===== src/design/rie_pkg.sv =====
`timescale 1ns / 1ps
// Shared types, kind codes, opcodes and format packing functions for the
// RISC-V instruction encoder. No dependencies.
package rie_pkg;

   // operation kinds
   localparam logic [4:0] KIND_ADD   = 5'd0;
   localparam logic [4:0] KIND_ADDI  = 5'd1;
   localparam logic [4:0] KIND_ADDIW = 5'd2;
   localparam logic [4:0] KIND_MUL   = 5'd3;
   localparam logic [4:0] KIND_BEQ   = 5'd4;
   localparam logic [4:0] KIND_BNE   = 5'd5;
   localparam logic [4:0] KIND_BGE   = 5'd6;
   localparam logic [4:0] KIND_BLT   = 5'd7;
   localparam logic [4:0] KIND_BNEZ  = 5'd8;
   localparam logic [4:0] KIND_JAL   = 5'd9;
   localparam logic [4:0] KIND_JALR  = 5'd10;
   localparam logic [4:0] KIND_RET   = 5'd11;
   localparam logic [4:0] KIND_LB    = 5'd12;
   localparam logic [4:0] KIND_LH    = 5'd13;
   localparam logic [4:0] KIND_LW    = 5'd14;
   localparam logic [4:0] KIND_LD    = 5'd15;
   localparam logic [4:0] KIND_SB    = 5'd16;
   localparam logic [4:0] KIND_SH    = 5'd17;
   localparam logic [4:0] KIND_SW    = 5'd18;
   localparam logic [4:0] KIND_SD    = 5'd19;
   localparam logic [4:0] KIND_LUI   = 5'd20;
   localparam logic [4:0] KIND_AUIPC = 5'd21;
   localparam logic [4:0] KIND_SRLI  = 5'd22;
   localparam logic [4:0] KIND_SLLI  = 5'd23;
   localparam logic [4:0] KIND_J     = 5'd24;
   localparam logic [4:0] KIND_CALL  = 5'd25;
   localparam logic [4:0] KIND_RAW   = 5'd26;

   // major opcodes
   localparam logic [6:0] OP_REG    = 7'b0110011;
   localparam logic [6:0] OP_IMM    = 7'b0010011;
   localparam logic [6:0] OP_IMM32  = 7'b0011011;
   localparam logic [6:0] OP_AUIPC  = 7'b0010111;
   localparam logic [6:0] OP_BRANCH = 7'b1100011;
   localparam logic [6:0] OP_JAL    = 7'b1101111;
   localparam logic [6:0] OP_JALR   = 7'b1100111;
   localparam logic [6:0] OP_LOAD   = 7'b0000011;
   localparam logic [6:0] OP_STORE  = 7'b0100011;
   localparam logic [6:0] OP_LUI    = 7'b0110111;
   localparam logic [6:0] F7_MULDIV = 7'b0000001;
   localparam logic [6:0] F7_ZERO   = 7'b0000000;

   localparam logic [2:0] F3_0 = 3'd0;
   localparam logic [2:0] F3_1 = 3'd1;
   localparam logic [2:0] F3_2 = 3'd2;
   localparam logic [2:0] F3_3 = 3'd3;
   localparam logic [2:0] F3_4 = 3'd4;
   localparam logic [2:0] F3_5 = 3'd5;

   localparam logic [4:0] REG_ZERO = 5'd0;
   localparam logic [4:0] REG_RA   = 5'd1;
   localparam logic [4:0] REG_T0   = 5'd5;
   localparam logic [4:0] REG_T1   = 5'd6;

   typedef struct packed {
      logic [4:0]         kind;
      logic [4:0]         dest_reg;
      logic [4:0]         src1_reg;
      logic [4:0]         src2_reg;
      logic signed [31:0] immediate;
      logic [31:0]        raw_word;
   } req_type;

   // encoder result: one or two words
   typedef struct packed {
      logic [31:0] word0;
      logic [31:0] word1;
      logic        pair;
      logic        unknown;
   } enc_type;

   function automatic logic [31:0] fmt_r(logic [6:0] f7, logic [4:0] rs2, logic [4:0] rs1,
                                         logic [2:0] f3, logic [4:0] rd, logic [6:0] op);
      return {f7, rs2, rs1, f3, rd, op};
   endfunction

   function automatic logic [31:0] fmt_i(logic [11:0] imm, logic [4:0] rs1, logic [2:0] f3,
                                         logic [4:0] rd, logic [6:0] op);
      return {imm, rs1, f3, rd, op};
   endfunction

   function automatic logic [31:0] fmt_s(logic [11:0] imm, logic [4:0] rs2, logic [4:0] rs1,
                                         logic [2:0] f3, logic [6:0] op);
      return {imm[11:5], rs2, rs1, f3, imm[4:0], op};
   endfunction

   function automatic logic [31:0] fmt_b(logic [12:0] imm, logic [4:0] rs2, logic [4:0] rs1,
                                         logic [2:0] f3, logic [6:0] op);
      return {imm[12], imm[10:5], rs2, rs1, f3, imm[4:1], imm[11], op};
   endfunction

   function automatic logic [31:0] fmt_u(logic [19:0] imm, logic [4:0] rd, logic [6:0] op);
      return {imm, rd, op};
   endfunction

   function automatic logic [31:0] fmt_j(logic [20:0] imm, logic [4:0] rd, logic [6:0] op);
      return {imm[20], imm[10:1], imm[11], imm[19:12], rd, op};
   endfunction

endpackage


===== src/design/rie_req_if.sv =====
`timescale 1ns / 1ps
// Request channel: valid/ready plus the operation fields of one item.
// Depends on nothing.
interface rie_req_if;
   logic               valid;
   logic               ready;
   logic [4:0]         kind;
   logic [4:0]         dest_reg;
   logic [4:0]         src1_reg;
   logic [4:0]         src2_reg;
   logic signed [31:0] immediate;
   logic [31:0]        raw_word;

   modport source (output valid, kind, dest_reg, src1_reg, src2_reg, immediate, raw_word,
                   input ready);
   modport sink (input valid, kind, dest_reg, src1_reg, src2_reg, immediate, raw_word,
                 output ready);
endinterface


===== src/design/rie_rsp_if.sv =====
`timescale 1ns / 1ps
// Response channel: valid/ready plus one encoded machine word and flags.
// Depends on nothing.
interface rie_rsp_if;
   logic        valid;
   logic        ready;
   logic [31:0] instruction_word;
   logic        last;
   logic        unknown_kind;

   modport source (output valid, instruction_word, last, unknown_kind, input ready);
   modport sink (input valid, instruction_word, last, unknown_kind, output ready);
endinterface


===== src/design/rie_encode.sv =====
`timescale 1ns / 1ps
// Combinational packer: turns one registered request into one or two words.
// Depends on rie_pkg.
module rie_encode (
   input  rie_pkg::req_type req_item,
   output rie_pkg::enc_type enc
);
   import rie_pkg::*;

   logic [31:0] imm;
   logic [31:0] far_off;
   logic [19:0] far_hi;
   logic [4:0]  far_tmp;
   logic [4:0]  far_link;

   assign imm = req_item.immediate;

   always_comb begin
      far_off  = (req_item.kind == KIND_J) ? {imm[29:0], 2'b00} : imm;
      far_tmp  = (req_item.kind == KIND_J) ? REG_T0 : REG_T1;
      far_link = (req_item.kind == KIND_J) ? REG_ZERO : REG_RA;
      // round the upper part so the sign-extended low part adds back exactly
      far_hi   = far_off[31:12] + {19'd0, far_off[11]};
   end

   always_comb begin
      enc.word0   = '0;
      enc.word1   = fmt_i(far_off[11:0], far_tmp, F3_0, far_link, OP_JALR);
      enc.pair    = 1'b0;
      enc.unknown = 1'b0;
      unique case (req_item.kind) inside
         KIND_ADD:   enc.word0 = fmt_r(F7_ZERO, req_item.src2_reg, req_item.src1_reg, F3_0,
                                       req_item.dest_reg, OP_REG);
         KIND_ADDI:  enc.word0 = fmt_i(imm[11:0], req_item.src1_reg, F3_0, req_item.dest_reg,
                                       OP_IMM);
         KIND_ADDIW: enc.word0 = fmt_i(imm[11:0], req_item.src1_reg, F3_0, req_item.dest_reg,
                                       OP_IMM32);
         KIND_MUL:   enc.word0 = fmt_r(F7_MULDIV, req_item.src2_reg, req_item.src1_reg, F3_0,
                                       req_item.dest_reg, OP_REG);
         KIND_BEQ:   enc.word0 = fmt_b(imm[12:0], req_item.src2_reg, req_item.src1_reg, F3_0,
                                       OP_BRANCH);
         KIND_BNE:   enc.word0 = fmt_b(imm[12:0], req_item.src2_reg, req_item.src1_reg, F3_1,
                                       OP_BRANCH);
         KIND_BGE:   enc.word0 = fmt_b(imm[12:0], req_item.src2_reg, req_item.src1_reg, F3_5,
                                       OP_BRANCH);
         KIND_BLT:   enc.word0 = fmt_b(imm[12:0], req_item.src2_reg, req_item.src1_reg, F3_4,
                                       OP_BRANCH);
         KIND_BNEZ:  enc.word0 = fmt_b(imm[12:0], REG_ZERO, req_item.dest_reg, F3_1, OP_BRANCH);
         KIND_JAL:   enc.word0 = fmt_j(imm[20:0], req_item.dest_reg, OP_JAL);
         KIND_JALR:  enc.word0 = fmt_i(imm[11:0], req_item.src1_reg, F3_0, req_item.dest_reg,
                                       OP_JALR);
         KIND_RET:   enc.word0 = fmt_i(12'd0, REG_RA, F3_0, REG_ZERO, OP_JALR);
         KIND_LB:    enc.word0 = fmt_i(imm[11:0], req_item.src1_reg, F3_0, req_item.dest_reg,
                                       OP_LOAD);
         KIND_LH:    enc.word0 = fmt_i(imm[11:0], req_item.src1_reg, F3_1, req_item.dest_reg,
                                       OP_LOAD);
         KIND_LW:    enc.word0 = fmt_i(imm[11:0], req_item.src1_reg, F3_2, req_item.dest_reg,
                                       OP_LOAD);
         KIND_LD:    enc.word0 = fmt_i(imm[11:0], req_item.src1_reg, F3_3, req_item.dest_reg,
                                       OP_LOAD);
         KIND_SB:    enc.word0 = fmt_s(imm[11:0], req_item.src2_reg, req_item.src1_reg, F3_0,
                                       OP_STORE);
         KIND_SH:    enc.word0 = fmt_s(imm[11:0], req_item.src2_reg, req_item.src1_reg, F3_1,
                                       OP_STORE);
         KIND_SW:    enc.word0 = fmt_s(imm[11:0], req_item.src2_reg, req_item.src1_reg, F3_2,
                                       OP_STORE);
         KIND_SD:    enc.word0 = fmt_s(imm[11:0], req_item.src2_reg, req_item.src1_reg, F3_3,
                                       OP_STORE);
         KIND_LUI:   enc.word0 = fmt_u(imm[19:0], req_item.dest_reg, OP_LUI);
         KIND_AUIPC: enc.word0 = fmt_u(imm[19:0], req_item.dest_reg, OP_AUIPC);
         KIND_SRLI:  enc.word0 = fmt_i({6'd0, imm[5:0]}, req_item.src1_reg, F3_5,
                                       req_item.dest_reg, OP_IMM);
         KIND_SLLI:  enc.word0 = fmt_i({6'd0, imm[5:0]}, req_item.src1_reg, F3_1,
                                       req_item.dest_reg, OP_IMM);
         KIND_J, KIND_CALL: begin
            enc.word0 = fmt_u(far_hi, far_tmp, OP_AUIPC);
            enc.pair  = 1'b1;
         end
         KIND_RAW:   enc.word0 = req_item.raw_word;
         default:    enc.unknown = 1'b1;
      endcase
   end

endmodule


===== src/design/rie_out.sv =====
`timescale 1ns / 1ps
// Result register: holds one encoded item and sends its one or two words.
// Depends on rie_pkg and rie_rsp_if.
module rie_out (
   input  logic             clock,
   input  logic             reset,
   input  logic             load_valid,
   input  rie_pkg::enc_type enc,
   output logic             load_ready,
   rie_rsp_if.source        rsp_bus
);
   import rie_pkg::*;

   logic    valid_ff, valid_in;
   logic    second_ff, second_in;
   enc_type item_ff;
   logic    last_word;
   logic    fire;

   assign last_word  = !item_ff.pair || second_ff;
   assign fire       = valid_ff && rsp_bus.ready;
   assign load_ready = !valid_ff || (fire && last_word);

   always_comb begin
      valid_in  = valid_ff;
      second_in = second_ff;
      if (fire && !last_word) begin
         second_in = 1'b1;
      end
      if (load_ready) begin
         valid_in  = load_valid;
         second_in = 1'b0;
      end
   end

   always_ff @(posedge clock) begin
      if (reset) begin
         valid_ff  <= 1'b0;
         second_ff <= 1'b0;
      end else begin
         valid_ff  <= valid_in;
         second_ff <= second_in;
      end
   end

   always_ff @(posedge clock) begin
      if (load_ready && load_valid) begin
         item_ff <= enc;
      end
   end

   assign rsp_bus.valid            = valid_ff;
   assign rsp_bus.instruction_word = second_ff ? item_ff.word1 : item_ff.word0;
   assign rsp_bus.last             = last_word;
   assign rsp_bus.unknown_kind     = item_ff.unknown;

endmodule


===== src/design/riscv_instruction_encoder_top.sv =====
// First word of an item passes the input register, then the result register behind
// packing, before it can be taken.
// Throughput: one item per cycle while the response side is ready; j and call give two
// words and hold the result register for both, so those items hold back the next item.
// Reset (synchronous, active high) empties both registers and the second-word flag.
`timescale 1ns / 1ps
module riscv_instruction_encoder_top (
   input logic     clock,
   input logic     reset,
   rie_req_if.sink   req_bus,
   rie_rsp_if.source rsp_bus
);
   import rie_pkg::*;

   logic    in_valid_ff, in_valid_in;
   req_type in_item_ff;
   req_type req_item;
   enc_type enc;
   logic    out_ready;

   assign req_item = '{kind:      req_bus.kind,
                       dest_reg:  req_bus.dest_reg,
                       src1_reg:  req_bus.src1_reg,
                       src2_reg:  req_bus.src2_reg,
                       immediate: req_bus.immediate,
                       raw_word:  req_bus.raw_word};

   assign req_bus.ready = !in_valid_ff || out_ready;

   always_comb begin
      in_valid_in = in_valid_ff;
      if (req_bus.ready) begin
         in_valid_in = req_bus.valid;
      end
   end

   always_ff @(posedge clock) begin
      if (reset) begin
         in_valid_ff <= 1'b0;
      end else begin
         in_valid_ff <= in_valid_in;
      end
   end

   always_ff @(posedge clock) begin
      if (req_bus.valid && req_bus.ready) begin
         in_item_ff <= req_item;
      end
   end

   rie_encode u_encode (
      .req_item (in_item_ff),
      .enc      (enc)
   );

   rie_out u_out (
      .clock      (clock),
      .reset      (reset),
      .load_valid (in_valid_ff),
      .enc        (enc),
      .load_ready (out_ready),
      .rsp_bus    (rsp_bus)
   );

`ifndef ASSERT_OFF
   // the first word of a pair is always followed at once by its closing word
   assert property (@(posedge clock) disable iff (reset)
      rsp_bus.valid && rsp_bus.ready && !rsp_bus.last |=> rsp_bus.valid && rsp_bus.last)
      else $error("second word of a pair missing");

   // a flagged kind never expands and carries a zero word
   assert property (@(posedge clock) disable iff (reset)
      rsp_bus.valid && rsp_bus.unknown_kind |-> rsp_bus.last && rsp_bus.instruction_word == 0)
      else $error("unknown kind result malformed");

   // an item waiting in the input register is never dropped while output stalls
   assert property (@(posedge clock) disable iff (reset)
      in_valid_ff && !out_ready |=> in_valid_ff && $stable(in_item_ff))
      else $error("input register lost an item");

   assert property (@(posedge clock) reset |=> !rsp_bus.valid && !in_valid_ff)
      else $error("registers not empty after reset");
`endif

endmodule

===== src/flat_wrapper.sv =====
// flat-port wrapper written by rule: the top's interface ports become plain ports
module riscv_instruction_encoder_top_flat import rie_pkg::*;
  (clock, reset, req_bus_valid, req_bus_kind, req_bus_dest_reg, req_bus_src1_reg, req_bus_src2_reg, req_bus_immediate, req_bus_raw_word, req_bus_ready, rsp_bus_valid, rsp_bus_instruction_word, rsp_bus_last, rsp_bus_unknown_kind, rsp_bus_ready);
  rie_req_if req_bus_i ();
  rie_rsp_if rsp_bus_i ();
  input logic clock;
  input logic reset;
  input wire logic [$bits(req_bus_i.valid)-1:0] req_bus_valid;
  input wire logic [$bits(req_bus_i.kind)-1:0] req_bus_kind;
  input wire logic [$bits(req_bus_i.dest_reg)-1:0] req_bus_dest_reg;
  input wire logic [$bits(req_bus_i.src1_reg)-1:0] req_bus_src1_reg;
  input wire logic [$bits(req_bus_i.src2_reg)-1:0] req_bus_src2_reg;
  input wire logic [$bits(req_bus_i.immediate)-1:0] req_bus_immediate;
  input wire logic [$bits(req_bus_i.raw_word)-1:0] req_bus_raw_word;
  output wire logic [$bits(req_bus_i.ready)-1:0] req_bus_ready;
  output wire logic [$bits(rsp_bus_i.valid)-1:0] rsp_bus_valid;
  output wire logic [$bits(rsp_bus_i.instruction_word)-1:0] rsp_bus_instruction_word;
  output wire logic [$bits(rsp_bus_i.last)-1:0] rsp_bus_last;
  output wire logic [$bits(rsp_bus_i.unknown_kind)-1:0] rsp_bus_unknown_kind;
  input wire logic [$bits(rsp_bus_i.ready)-1:0] rsp_bus_ready;
  assign req_bus_i.valid = req_bus_valid;
  assign req_bus_i.kind = req_bus_kind;
  assign req_bus_i.dest_reg = req_bus_dest_reg;
  assign req_bus_i.src1_reg = req_bus_src1_reg;
  assign req_bus_i.src2_reg = req_bus_src2_reg;
  assign req_bus_i.immediate = req_bus_immediate;
  assign req_bus_i.raw_word = req_bus_raw_word;
  assign req_bus_ready = req_bus_i.ready;
  assign rsp_bus_valid = rsp_bus_i.valid;
  assign rsp_bus_instruction_word = rsp_bus_i.instruction_word;
  assign rsp_bus_last = rsp_bus_i.last;
  assign rsp_bus_unknown_kind = rsp_bus_i.unknown_kind;
  assign rsp_bus_i.ready = rsp_bus_ready;
  riscv_instruction_encoder_top u_core (.clock(clock), .reset(reset), .req_bus(req_bus_i), .rsp_bus(rsp_bus_i));
endmodule

===== config.mk =====
export PLATFORM = sky130hd
export DESIGN_NAME = riscv_instruction_encoder_top_flat
export DESIGN_NICKNAME = d
export VERILOG_FILES = /design/src/design/rie_pkg.sv /design/src/design/rie_req_if.sv /design/src/design/rie_rsp_if.sv /design/src/design/rie_encode.sv /design/src/design/rie_out.sv /design/src/design/riscv_instruction_encoder_top.sv /design/src/flat_wrapper.sv
export SDC_FILE = /design/constraint.sdc
export NUM_CORES = 1
export LEC_CHECK = 0
export BUFFER_PORTS_ARGS = -buffer_cell sky130_fd_sc_hd__buf_2
export CAP_MARGIN = 20
export CELL_PAD_IN_SITES_DETAIL_PLACEMENT = 1
export CELL_PAD_IN_SITES_GLOBAL_PLACEMENT = 2
export CORE_MARGIN = 4
export CORE_UTILIZATION = 24
export DETAILED_ROUTE_END_ITERATION = 10
export PLACE_DENSITY = 0.59
export SLEW_MARGIN = 20
export SYNTH_ARGS = -nofsm -noshare
export SYNTH_HDL_FRONTEND = slang
export SYNTH_HIERARCHICAL = 1
export SYNTH_SLANG_ARGS = --single-unit

===== constraint.sdc =====
create_clock -name clock -period 8.1 [get_ports clock]
set_input_delay 0 -clock clock [delete_from_list [all_inputs] [get_ports clock]]
set_output_delay 0 -clock clock [all_outputs]
set_load 0.1 [all_outputs]

==> flow_summary.json <==
{
  "path_cells": "nor2_2 > nand2_4 > inv_2 > nand2_1 > nand2_1 > ha_1 > ha_1 > nand3_2 > or3_1 > a221oi_2 > xnor2_1 > a221o_1",
  "clk_pin_slew_ps": 70,
  "ys_types": 88,
  "syn2layout_area_growth_pct": 28.2,
  "die_h_um": 191,
  "yosys_warnings": 6,
  "antenna_found_initial": 0,
  "fillers": 3648,
  "grt_max_degree": 85,
  "synthArstFlopShare_pct": 0,
  "clock.fmax_mhz": 193,
  "start_util_pct": 24.5,
  "grt_pass1_vias": 6329,
  "r2r_end": "u_core/u_out/item_ff[64]",
  "period_share_pct": 64.0,
  "grt_pass1_wl_um": 40600,
  "finalSetupViolCount": 0,
  "gr-total-overflow": 0,
  "yosys.area.top_type": "edfxtp_1",
  "ant_nets": 0,
  "port-buffer-count": 123,
  "reg2reg_depth": 12,
  "critPathLaunchType": "register",
  "cpPeakStageDelay_ps": 830,
  "status": "finished, final reports clean",
  "dp_hpwl_um": 18500,
  "peakVddDrop_mv": 0.123,
  "drc_errors": 0,
  "wire_per_inst_um": 20.9,
  "synth_top_area_share_pct": 56.2,
  "die_width_um": 191,
  "wl_um": 26800,
  "synth_area_leaders": "edfxtp_1 (56%), mux2_4 (5.4%), nand2_1 (3.5%)",
  "slew_headroom_pct": 25.7,
  "io-pin-count": 124,
  "fin_nets": 915,
  "utilization_pct": 31.3,
  "critPathLaunch": "u_core/in_item_ff[79]",
  "cts_sinks": 153,
  "row_count": 66,
  "critical_path_class": "reg -> reg",
  "reg2reg_slack_ps": 2920,
  "seq_area_frac_synth_pct": 56.9,
  "insertion_delay_ps": 440,
  "crit_path_end": "u_core/u_out/item_ff[64]",
  "first_pass_iters": 5,
  "synth_edf_count": 150,
  "arrival_ps": 5360,
  "vias": 5909,
  "fin_cells": 1280,
  "holdWs_ps": 269,
  "required_ps": 8280,
  "synthFlopType": "edfxtp_1",
  "fin_skew_ps": 12.8,
  "cts_max_level": 4,
  "synth-seq-cells": 153,
  "cts_tree": "done",
  "netlist_instances": 641,
  "worstPathMaxFanout": 41,
  "dp.cells": 1161,
  "fin_tns_setup_ps": 0,
  "p_leak_nw": 3.86,
  "layout_commonest_cell": "edfxtp_1",
  "mostFrequentLayoutCells": "edfxtp_1 (150), buf_2 (123), dlygate4sd3_1 (87)",
  "tightestPinTransition_ps": 1120,
  "cts_resized": 0,
  "netlist_area_sq_um": 8020,
  "rsz0062_at_grt": "no",
  "drive_gt1_share_pct": 27.0,
  "gp_congestion": 0.820,
  "hold_viol_final": 0,
  "dieArea_sq_um": 36400,
  "worst_path_max_delay_cell": "edfxtp_1",
  "root_buffer": "clkbuf_16",
  "viasPerCell": 4.62,
  "slew_viol_final": 0,
  "hp-class": "in -> reg",
  "endpoint_kind": "register",
  "drtIter0Drc": 448,
  "fin_crit_ps": 5180,
  "core_sq_um": 32800,
  "numCtsBuffers": 17,
  "track_usage_pct": 15.0,
  "avgSynthCellArea_sq_um": 12.5,
  "power_per_cell_area_nw_per_um2": 201,
  "maxCapViolations": 0,
  "antenna_cells": 0,
  "clock_path_buffers": 2,
  "r2r_start": "u_core/in_item_ff[79]"
}
## through the flow
stage	setup slack [ps]	cell area, sq um	total power [W]
global route	2590	10300	0.00216
detailed placement	3020	8800	0.00126
global placement	3180	8800	0.00126
CTS	2970	10300	0.00210
finish	2920	10300	0.00207
floorplan	4580	8070	0.00118
## routing by layer
layer | wire length [um] | part of all wire, % | GRT usage [%]
met1 | 12800 | 48 | 21.0
met2 | 12300 | 46 | 23.5
met3 | 1180 | 4.4 | 3.19
met4 | 493 | 1.8 | 4.01
met5 | 0 | 0 | 0
## kinds of logic (layout without fill, tap and decap cells)
group	count (synthesis)	in the layout	synth area share, %
and+or+nand+nor	183	183	12.4
AOI/OAI and AO/OA	170	170	15.2
DFF	153	153	56.9
buffers and inverters	80	262	6.87
muxes	46	46	7.63
xor gates and xnor gates	5	5	0.546
adders and majority gates	2	2	0.312
other	2	17	0.0937
## layout make-up
| class | instances | area, sq um | area share, % |
|---|---|---|---|
| multi-input combinational | 423 | 2970 | 28.9 |
| clock inverter | 15 | 175 | 1.70 |
| sequential | 153 | 4570 | 44.4 |
| inverter | 13 | 48.8 | 0.475 |
| clock buffer | 17 | 425 | 4.14 |
| tap | 442 | 553 | 5.38 |
| timing repair buffer | 217 | 1540 | 15.0 |
## cell usage after synthesis (all sizes together) (13+ instances only)
master and instances:
nand2 76, edfxtp 150, nor3 14, nor2 13
o21ai 34, and2 16, a21oi 32, nand3 19
buf 55, inv 13, mux2 34
## worst max-delay path, delay by kind of cell, from the launching register on
kind                       cells  cell delay (ps)
xor gates and xnor gates       1              110
buffers and inverters          1              600
and+or+nand+nor                6             2120
adders and majority gates      2              730
AOI/OAI and AO/OA              2              510
DFF                            1              830
## registers in the layout, summed over array words and instances (netlist names)
register / cells
u_core/in_item_ff: 84
u_core/u_out/item_ff: 65
u_core/in_valid_ff: 1
u_core/u_out/rsp_bus.unknown_kind: 1
u_core/u_out/rsp_bus.valid: 1
u_core/u_out/second_ff: 1
## power breakdown
| group | internal, W | switching [W] |
|---|---|---|
| combinational | 0.000107 | 0.000198 |
| sequential | 0.000926 | 0.0000437 |
| clock | 0.000415 | 0.000379 |
| total | 0.00145 | 0.000622 |
## repair_timing
action | CTS | global route
setup buffers | 0 | 0
hold buffers | 87 | 0
endpoints found under the hold margin | 87 | 0
## worst min path at each step
stage,from,endpoint,slack (ps),cells after the start
final,req_bus_immediate[7],u_core/in_item_ff[39],270,2
after global routing,req_bus_immediate[3],u_core/in_item_ff[35],250,2
after CTS,req_bus_immediate[18],u_core/in_item_ff[50],250,2
after detailed placement,req_bus_immediate[14],u_core/in_item_ff[46],180,1
after global placement,req_bus_immediate[6],u_core/in_item_ff[38],180,1
after floorplan,reset,u_core/in_valid_ff,60,1
(Power assumes the default switching activity.)
